### src/rtl/core/fpt_pkg.sv
// Shared types, constants and entry helpers for the four-level page table mapper.
// No dependencies; every other file but fpt_if imports this package.
package fpt_pkg;

   localparam int NUM_PAGES   = 64;
   localparam int ENTRIES     = 512;
   localparam int IDX_W       = 9;
   localparam int PAGE_W      = $clog2(NUM_PAGES);
   localparam int ADDR_W      = PAGE_W + IDX_W;
   localparam int MEM_DEPTH   = NUM_PAGES * ENTRIES;
   localparam int NF_W        = (PAGE_W + 1 > 7) ? PAGE_W + 1 : 7;
   localparam int QUEUE_DEPTH = 2;

   typedef enum logic [1:0] {
      ST_OK         = 2'd0,
      ST_NOT_MAPPED = 2'd1,
      ST_NO_PAGES   = 2'd2,
      ST_OUTSIDE    = 2'd3
   } status_type;

   typedef enum logic [1:0] {
      CSR_TABLE_BASE = 2'd0,
      CSR_ROOT_PAGE  = 2'd1,
      CSR_FIRST_FREE = 2'd2
   } csr_index_type;

   // One decoded request as it travels from the front end to the walker.
   typedef struct packed {
      logic        unmap;
      logic [35:0] virt_page;
      logic        nx;
      logic        user;
      logic        write;
      logic [63:0] leaf;
   } work_type;

   // Builds a present entry: no-execute, frame at bits 51..12, user, writable.
   function automatic logic [63:0] make_entry(logic [39:0] frame, logic nx,
                                              logic user, logic write);
      return {nx, 11'd0, frame, 9'd0, user, write, 1'b1};
   endfunction

   // Table index used at a given walk level, top level first.
   function automatic logic [IDX_W-1:0] level_index(logic [35:0] vp, logic [1:0] lvl);
      logic [IDX_W-1:0] idx;
      case (lvl)
         2'd0:    idx = vp[35:27];
         2'd1:    idx = vp[26:18];
         2'd2:    idx = vp[17:9];
         default: idx = vp[8:0];
      endcase
      return idx;
   endfunction

endpackage

### src/rtl/core/fpt_queue.sv
// Short work queue between the front end and the table walker.
// Depends on fpt_pkg.
module fpt_queue
   import fpt_pkg::*;
(
   input  logic     clock,
   input  logic     reset,
   input  logic     push,
   input  work_type push_item,
   input  logic     pop,
   output logic     full,
   output logic     not_empty,
   output work_type head
);

   work_type   slot_ff [QUEUE_DEPTH];
   work_type   slot_in [QUEUE_DEPTH];
   logic [1:0] count_ff, count_in;
   logic       wr_sel;

   assign full      = (count_ff == 2'(QUEUE_DEPTH));
   assign not_empty = (count_ff != 2'd0);
   assign head      = slot_ff[0];

   // A push never meets a full queue, so the write slot is the one after the
   // last valid entry once the head has moved up.
   assign wr_sel = count_ff[0] && !pop;

   always_comb begin
      count_in = count_ff + 2'(push) - 2'(pop);
   end

   always_comb begin
      slot_in[0] = slot_ff[0];
      slot_in[1] = slot_ff[1];
      if (pop) begin
         slot_in[0] = slot_ff[1];
      end
      if (push) begin
         slot_in[wr_sel] = push_item;
      end
   end

   always_ff @(posedge clock) begin
      if (reset) begin
         count_ff <= 2'd0;
      end else begin
         count_ff <= count_in;
      end
      slot_ff[0] <= slot_in[0];
      slot_ff[1] <= slot_in[1];
   end

endmodule

### config.mk
export PLATFORM = sky130hd
export DESIGN_NAME = fpt_queue
export DESIGN_NICKNAME = d
export VERILOG_FILES = /design/src/rtl/core/fpt_pkg.sv /design/src/rtl/core/fpt_queue.sv
export SDC_FILE = /design/constraint.sdc
export NUM_CORES = 1
export LEC_CHECK = 0
export ABC_AREA = 1
export BUFFER_PORTS_ARGS = -buffer_cell sky130_fd_sc_hd__buf_2
export CELL_PAD_IN_SITES_DETAIL_PLACEMENT = 1
export CELL_PAD_IN_SITES_GLOBAL_PLACEMENT = 1
export CORE_MARGIN = 5
export CORE_UTILIZATION = 40
export CTS_BUF_LIST = sky130_fd_sc_hd__clkbuf_4 sky130_fd_sc_hd__clkbuf_8
export DETAILED_ROUTE_END_ITERATION = 6
export PLACE_DENSITY_LB_ADDON = 0.2
export SETUP_SLACK_MARGIN = 0.02
export SLEW_MARGIN = 40
export SYNTH_ARGS = -nofsm -noshare
export SYNTH_HDL_FRONTEND = slang
export SYNTH_SLANG_ARGS = --single-unit
### constraint.sdc
create_clock -name clock -period 3.95 [get_ports clock]
set_input_delay 0.1975 -clock clock [delete_from_list [all_inputs] [get_ports clock]]
set_output_delay 0.1975 -clock clock [all_outputs]
set_load 0.005 [all_outputs]
Word level (Yosys, flattened, before mapping)
Memories as Yosys holds them, arrays and structs flattened.
Cells that the tools add are included.
{"block": "word_totals", "reg_bits": 2, "ramBits": 208, "word_cells": 17, "n_memories": 1}
{"memory": "slot_ff", "words": 2, "width": 104, "rd": 2, "rd_ports_with_merged_regs": 0, "wr": 2, "line_no": "fpt_queue.sv:16", "rtl": "work_type slot_ff [QUEUE_DEPTH];"}
{"block": "classes", "n_addsub": 2, "magnitude_cmp": 2, "n_eq_ne": 1, "n_mux": 5, "n_bitwise": 1, "reduce_logical": 4}
{"op": "208-bit bitwise mux", "n": 1}
{"op": "104-bit 2-to-1 mux", "n": 2}
{"op": "208-bit 2-to-1 mux", "n": 1}
{"op": "104-bit demux with 1-bit select", "n": 1}
{"op": "2-bit by 1-bit adder with 2-bit output", "n": 1}
{"op": "2-bit == test, second input constant", "n": 1}
{"op": "2-bit greater-or-equal comparator, second input constant", "n": 1}
{"op": "1-bit logical AND", "n": 2}
{"op": "2-bit by 1-bit less-than comparator with 1-bit output, second input constant", "n": 1}
{"op": "1-bit NOT with 2-bit output", "n": 1}
{"op": "2-bit nonzero test", "n": 1}
{"op": "2-bit by 1-bit subtractor with 2-bit output", "n": 1}
{"op": "1-bit logical NOT", "n": 1}

Depth between registers and ports, before layout
Gate-level depths: netlist of run 1.
{"block": "depth", "ltp_word": 9, "mapped_depth": 12, "mapped_depth_nobuf": 9}

Worst setup path after synthesis of run 1
OpenSTA, ideal clock, no wires.
{"block": "synth_path", "path_type": "input to register", "startpoint": "input port pop", "endpoint": "register (tool-made name)", "setup_ps": 458, "t_arrival_ps": 3014, "required_time_ps": 3492, "path_slack_ps": 478, "cell_stages": 7, "path_buffers": 3, "cell_sequence": "buf_4 -> inv_2 -> buf_6 -> buf_2 -> ha_1 -> nand2_1 -> inv_1"}
{"item": "start: declaration", "line_no": "fpt_queue.sv:10", "rtl": "input logic pop,"}

==> flow_metrics.env, run 1 <==
export IMPL_placed_cell_area_sq_um=9000
export IMPL_buffer_ports_inserted=213
export IMPL_floorplan_initialDensity=0.407
export IMPL_layout_common_cells="305 x sky130_fd_sc_hd__nand2_1, 212 x sky130_fd_sc_hd__buf_2, 165 x sky130_fd_sc_hd__nor2_1, 106 x sky130_fd_sc_hd__dfxtp_1, 105 x sky130_fd_sc_hd__dlygate4sd3_1"
export IMPL_yosysWarningCount=0
export IMPL_pre_cts_slack_ns=1.71
export IMPL_h_tree_depth=2
export IMPL_post_layout_total_power_mw=5.33
export IMPL_postCtsSetupBuffers=0
export IMPL_drcViolationCount=0
export IMPL_postSynthRegisterBits=210
export IMPL_syn_num_nets=1038
export IMPL_final_cell_count_no_fill=1446
export IMPL_clock_skews_ns=0.0234
export IMPL_worst_slew_pin_transition_ns=0.779
export IMPL_worst_ir_drop_vdd_v=0.000294
export IMPL_ws_path_type="flop to flop"
export IMPL_min_period_over_period=0.494
export IMPL_rr_startpoint="count_ff[0]"
export IMPL_dr_pass1_iters=4
export IMPL_route_detailed_wl_per_inst_microns=15.2
export IMPL_cts_sink_count=210
export IMPL_ctsLongestPathBuffers=3
export IMPL_setup_slack_ns=2.00
export IMPL_overflow=0
export IMPL_worst_ep_arrival_time_ns=2.11
export IMPL_grt_first_pass_wirelength_mm=35.5
export IMPL_gpl_final_weighted_congestion=0.735
export IMPL_grt_setup_unrepaired="no"
export IMPL_synth_avg_cell_area_sq_um=9.23
export IMPL_setup_worst_path_start_class="flop"
export IMPL_cp_data_required_time_ns=4.11
export IMPL_clk_transition_reported_paths_ns=0.06
export IMPL_hold_violations=0
export IMPL_grt_antenna_before_repair=2
export IMPL_vias_post_dr=6515
export IMPL_hold_path_class="input pin to flop"
export IMPL_power_leakage_nw=5.00
export IMPL_floorplan_core_area_sq_um=21000
export IMPL_die_w_microns=156
export IMPL_dieHeight_microns=156
export IMPL_slew_limit_headroom=0.481
export IMPL_end_kind="flop"
export IMPL_total_i_o_pin_count=214
export IMPL_vias_per_cell=4.51
export IMPL_area_growth_syn_to_layout_pct=26.6
export IMPL_synth_cells=927
export IMPL_cell_at_the_root_of_the_clock_tree="sky130_fd_sc_hd__clkbuf_8"
export IMPL_finalMaxSlewViolations=0
export IMPL_leading_cell_type_in_the_layout_fill_and_taps_excluded="sky130_fd_sc_hd__nand2_1"
export IMPL_status="finished clean"
export IMPL_skew_pair_late_insertion_delay_ns=0.51
export IMPL_syn_area_sq_um=8560
export IMPL_worstPathMaxFanout=59
export IMPL_setup_reg_to_reg_worst_slack_ns=2.00
export IMPL_numPlacedInstances=1272
export IMPL_stdcell_area_sq_um=10800
export IMPL_initialDrtViolationCount=276
export IMPL_fmax_mhz=512
export IMPL_tritoncts="yes"
export IMPL_tns_ns=0
export IMPL_synth_seq_area_share=0.613
export IMPL_setup_viol_count_final=0
export IMPL_antenna_violating_nets_post_route=0
export IMPL_hold_buffers=105
export IMPL_number_of_buffers_inserted_during_clock_tree_synthesis=37
export IMPL_startpoint_of_the_most_critical_setup_path="count_ff[0]"
export IMPL_first_global_vias=6916
export IMPL_rows=53
export IMPL_worst_r2r_path_depth=4
export IMPL_layout_nets=1252
export IMPL_timing_final_crit_period_ns=1.95
export IMPL_grt_use_total=0.180
export IMPL_die_area_sq_um=24400
export IMPL_cts_repair_resized=0
export IMPL_timing_max_cap_violations=0
export IMPL_synth_lib_cells_used_distinct=17
export IMPL_routed_wl_mm=22.0
export IMPL_drive_above_1_share=0.248
export IMPL_power_density_nw_per_um2=491
export IMPL_detailedPlacementHpwl_mm=12.9
export IMPL_maximum_number_of_pins_on_one_net_before_global_route_repair=115
-- kinds of logic (layout without fill, tap and decap cells) --
group	count (synthesis)	in the layout	share of synthesized area
AO/OA/AOI/OAI	82	82	0.0479
AND/OR/NAND/NOR	472	472	0.208
other	0	1	0
adder cells (fa/ha/maj)	3	3	0.00439
flip-flops	210	210	0.613
buffers and inverters	160	403	0.127
-- area by class of cell --
| class | instances | area [sq um] |
|---|---|---|
| fillers | 2483 | 10200 |
| multi-input cells | 557 | 2230 |
| well taps | 275 | 344 |
| repair buffers | 324 | 2190 |
| inverters | 11 | 45.0 |
| diodes | 1 | 2.50 |
| flip-flops and latches | 210 | 5250 |
| clock inverters | 3 | 16.3 |
| clock buffers | 65 | 769 |
-- power by group --
| part | leakage [nW] | switching (mW) | internal (mW) | total [mW] |
|---|---|---|---|---|
| clock | 0.421 | 0.856 | 1.22 | 2.07 |
| sequential | 1.84 | 0.0786 | 2.47 | 2.55 |
| combinational | 2.74 | 0.387 | 0.315 | 0.703 |
-- layer usage --
| layer | global-route usage | up-vias | wire length (microns) |
|---|---|---|---|
| met4 | 0.0645 | 2 | 526 |
| met2 | 0.306 | 182 | 10700 |
| li1 | - | 3271 | - |
| met5 | 0 | - | 13 |
| met3 | 0.0512 | 39 | 1500 |
| met1 | 0.218 | 3021 | 9260 |
-- synth_stat cells --
cell / instances / area (sq um)
sky130_fd_sc_hd__nand2_1: 305 / 1140
sky130_fd_sc_hd__nor2_1: 165 / 619
sky130_fd_sc_hd__buf_4: 118 / 886
sky130_fd_sc_hd__dfxtp_1: 106 / 2120
sky130_fd_sc_hd__edfxtp_1: 104 / 3120
sky130_fd_sc_hd__o21ai_0: 58 / 290
sky130_fd_sc_hd__o21ai_1: 23 / 115
sky130_fd_sc_hd__buf_2: 20 / 100
sky130_fd_sc_hd__inv_1: 10 / 37.5
sky130_fd_sc_hd__clkbuf_1: 7 / 26.3
sky130_fd_sc_hd__ha_1: 3 / 37.5
sky130_fd_sc_hd__buf_6: 2 / 22.5
sky130_fd_sc_hd__clkbuf_2: 2 / 10.0
sky130_fd_sc_hd__a21oi_1: 1 / 5.00
sky130_fd_sc_hd__inv_2: 1 / 3.75
sky130_fd_sc_hd__nand3_1: 1 / 5.00
sky130_fd_sc_hd__nor2_4: 1 / 11.3
-- how the worst min path moves through the flow --
| stage | slack, ns | endpoint | startpoint | depth (start not counted) |
|---|---|---|---|---|
| final | 0.07 | count_ff[0] | push | 4 |
| after floorplan | 0.27 | count_ff[0] | reset | 1 |
| after global placement | 0.38 | count_ff[0] | reset | 2 |
| after CTS | 0.01 | count_ff[0] | push | 4 |
| after detailed placement | 0.38 | count_ff[0] | reset | 2 |
| after global routing | 0.05 | count_ff[0] | push | 4 |
-- per-stage QoR --
| stage | util | hold slack [ns] |
|---|---|---|
| floorplan | - | 0.269 |
| global placement | 0.428 | 0.379 |
| detailed placement | 0.428 | 0.376 |
| CTS | 0.516 | 0.0131 |
| global route | 0.516 | 0.0497 |
| finish | 0.516 | 0.0670 |
-- worst max-delay path: stages (launching register included) --
cell	delay (ns)
sky130_fd_sc_hd__dfxtp_1	0.37
sky130_fd_sc_hd__ha_1	0.23
sky130_fd_sc_hd__nand2_1	0.11
sky130_fd_sc_hd__inv_4	0.47
sky130_fd_sc_hd__buf_12	0.39
Note: power is estimated with default switching activity, not from simulation.
==> run 2, diff against run 1 <==
Settings changed: CORE_UTILIZATION 40 to 37.
Clock period 3.95 ns to 1.78 ns, I/O delays scaled along.
==> flow_metrics.env, run 2 (synthesized netlist as in run 1, its figures left out) <==
export IMPL_status="finished clean"
export IMPL_layout_common_cells="304 x sky130_fd_sc_hd__nand2_1, 212 x sky130_fd_sc_hd__buf_2, 165 x sky130_fd_sc_hd__nor2_1, 106 x sky130_fd_sc_hd__dfxtp_1, 106 x sky130_fd_sc_hd__dlygate4sd3_1"
export IMPL_layout_nets=1258
export IMPL_clk_transition_reported_paths_ns=0.05
export IMPL_finalCoreUtilization=0.485
export IMPL_timing_final_crit_period_ns=1.66
export IMPL_cell_at_the_root_of_the_clock_tree="sky130_fd_sc_hd__clkbuf_8"
export IMPL_ws_path_type="flop to flop"
export IMPL_postCtsSetupBuffers=0
export IMPL_grt_use_total=0.167
export IMPL_initialDrtViolationCount=284
export IMPL_number_of_buffers_inserted_during_clock_tree_synthesis=37
export IMPL_hold_violations=0
export IMPL_finalMaxSlewViolations=0
export IMPL_routed_wl_mm=22.5
export IMPL_tritoncts="yes"
export IMPL_gpl_final_weighted_congestion=0.729
export IMPL_detailedPlacementHpwl_mm=13.5
export IMPL_ctsLongestPathBuffers=3
export IMPL_vias_per_cell=4.46
export IMPL_grt_first_pass_wirelength_mm=35.8
export IMPL_total_i_o_pin_count=214
export IMPL_maximum_number_of_pins_on_one_net_before_global_route_repair=106
export IMPL_worst_slew_pin_transition_ns=0.504
export IMPL_internal_power_mw=8.96
export IMPL_vias_post_dr=6510
export IMPL_drcViolationCount=0
export IMPL_power_leakage_nw=5.05
export IMPL_antenna_violating_nets_post_route=0
export IMPL_setup_worst_path_start_class="flop"
export IMPL_clock_skews_ns=0.0176
export IMPL_timing_max_cap_violations=0
export IMPL_buffer_ports_inserted=213
export IMPL_diodes=0
export IMPL_first_global_vias=7080
export IMPL_cts_sink_count=210
export IMPL_dr_pass1_iters=4
export IMPL_power_density_nw_per_um2=1090
export IMPL_die_area_sq_um=26300
export IMPL_leading_cell_type_in_the_layout_fill_and_taps_excluded="sky130_fd_sc_hd__nand2_1"
export IMPL_grt_setup_unrepaired="no"
export IMPL_h_tree_depth=2
export IMPL_seq_power_share=0.475
export IMPL_route_detailed_wl_per_inst_microns=15.4
export IMPL_hold_path_class="input pin to flop"
export IMPL_setup_viol_count_final=0
export IMPL_end_kind="flop"
export IMPL_dieHeight_microns=162
export IMPL_die_w_microns=162
export IMPL_cp_data_required_time_ns=2.18
export IMPL_power_clock_fraction=0.390
export IMPL_rows=55
export IMPL_post_layout_total_power_mw=12.0
export IMPL_grt_antenna_before_repair=0
export IMPL_fmax_mhz=602
export IMPL_min_period_over_period=0.933
export IMPL_drive_above_1_share=0.251
export IMPL_netSwitchingPower_mw=3.00
export IMPL_combinationalPowerShare=0.135
export IMPL_overflow=0
export IMPL_skew_pair_late_insertion_delay_ns=0.52
export IMPL_floorplan_initialDensity=0.377
export IMPL_worst_ir_drop_vdd_v=0.000538
export IMPL_floorplan_core_area_sq_um=22700
export IMPL_area_growth_syn_to_layout_pct=28.6
export IMPL_stdcell_area_sq_um=11000
export IMPL_slew_limit_headroom=0.664
export IMPL_placed_cell_area_sq_um=9160
export IMPL_switching_share=0.251
export IMPL_worstPathMaxFanout=3
export IMPL_worst_ep_arrival_time_ns=2.06
run 2: cell count changes in the layout (fill, tap and decap cells not counted), moves of 2 or more:
cell,before,now
sky130_fd_sc_hd__buf_4,5,3
sky130_fd_sc_hd__buf_12,2,9
sky130_fd_sc_hd__clkbuf_4,20,15
sky130_fd_sc_hd__clkbuf_8,45,48
run 2: critical path: stages, from the launching register on:
cell and delay [ns]:
sky130_fd_sc_hd__dfxtp_1 0.34, sky130_fd_sc_hd__ha_4 0.26, sky130_fd_sc_hd__inv_1 0.03, sky130_fd_sc_hd__ha_1 0.27
sky130_fd_sc_hd__inv_1 0.06, sky130_fd_sc_hd__nor2_1 0.04, sky130_fd_sc_hd__dlygate4sd3_1 0.54
run 2: final cells by class:
type	count	area (sq um)
multi-input cells	557	2240
inverters	11	47.5
repair buffers	330	2320
fillers	2626	11700
well taps	285	357
flip-flops and latches	210	5250
clock buffers	63	773
clock inverters	3	17.5
run 2: stage by stage:
stage               setup TNS (ns)  hold slack [ns]  instances  worst slack [ns]
floorplan                   -86.96            0.160        927            -0.836
global placement                 0            0.274       1287             0.303
detailed placement               0            0.274       1287             0.251
CTS                              0            0.122       1459             0.127
global route                     0            0.165       1459            0.0537
finish                           0            0.162       1459             0.119
run 2: final timing paths:
kind                                   from             end  slack [ns]  depth (start not counted)
worst min register to register         flop  slot_ff[0][55]        0.44                          2
worst max register to register  count_ff[0]     count_ff[0]        0.12                          6
worst max-delay path            count_ff[0]     count_ff[0]        0.12                          6
worst min-delay path                   push     count_ff[1]        0.16                          5
run 2: what timing repair did:
action,in CTS,in global routing
endpoints found under the hold margin,210,0
hold buffers,106,0
resized for setup,0,0
run 2: power groups by stage:
| stage | Sequential, mW | Clock [mW] | Combinational [mW] |
|---|---|---|---|
| 2_1_floorplan | 5.72 | 0 | 1.15 |
| 3_3_place_gp | 5.78 | 0 | 1.41 |
| 3_5_place_dp | 5.79 | 0 | 1.44 |
| 4_1_cts | 5.69 | 4.83 | 1.63 |
| 5_1_grt | 5.72 | 5.06 | 1.84 |
| 6_report | 5.68 | 4.66 | 1.61 |
run 2: per-layer routing:
layer | vias to the layer above | part of all wire | track usage
met5 | - | 0 | 0
met4 | 0 | 0.024 | 0.0561
met3 | 42 | 0.058 | 0.0434
met2 | 174 | 0.48 | 0.298
met1 | 3005 | 0.44 | 0.197
li1 | 3289 | - | -
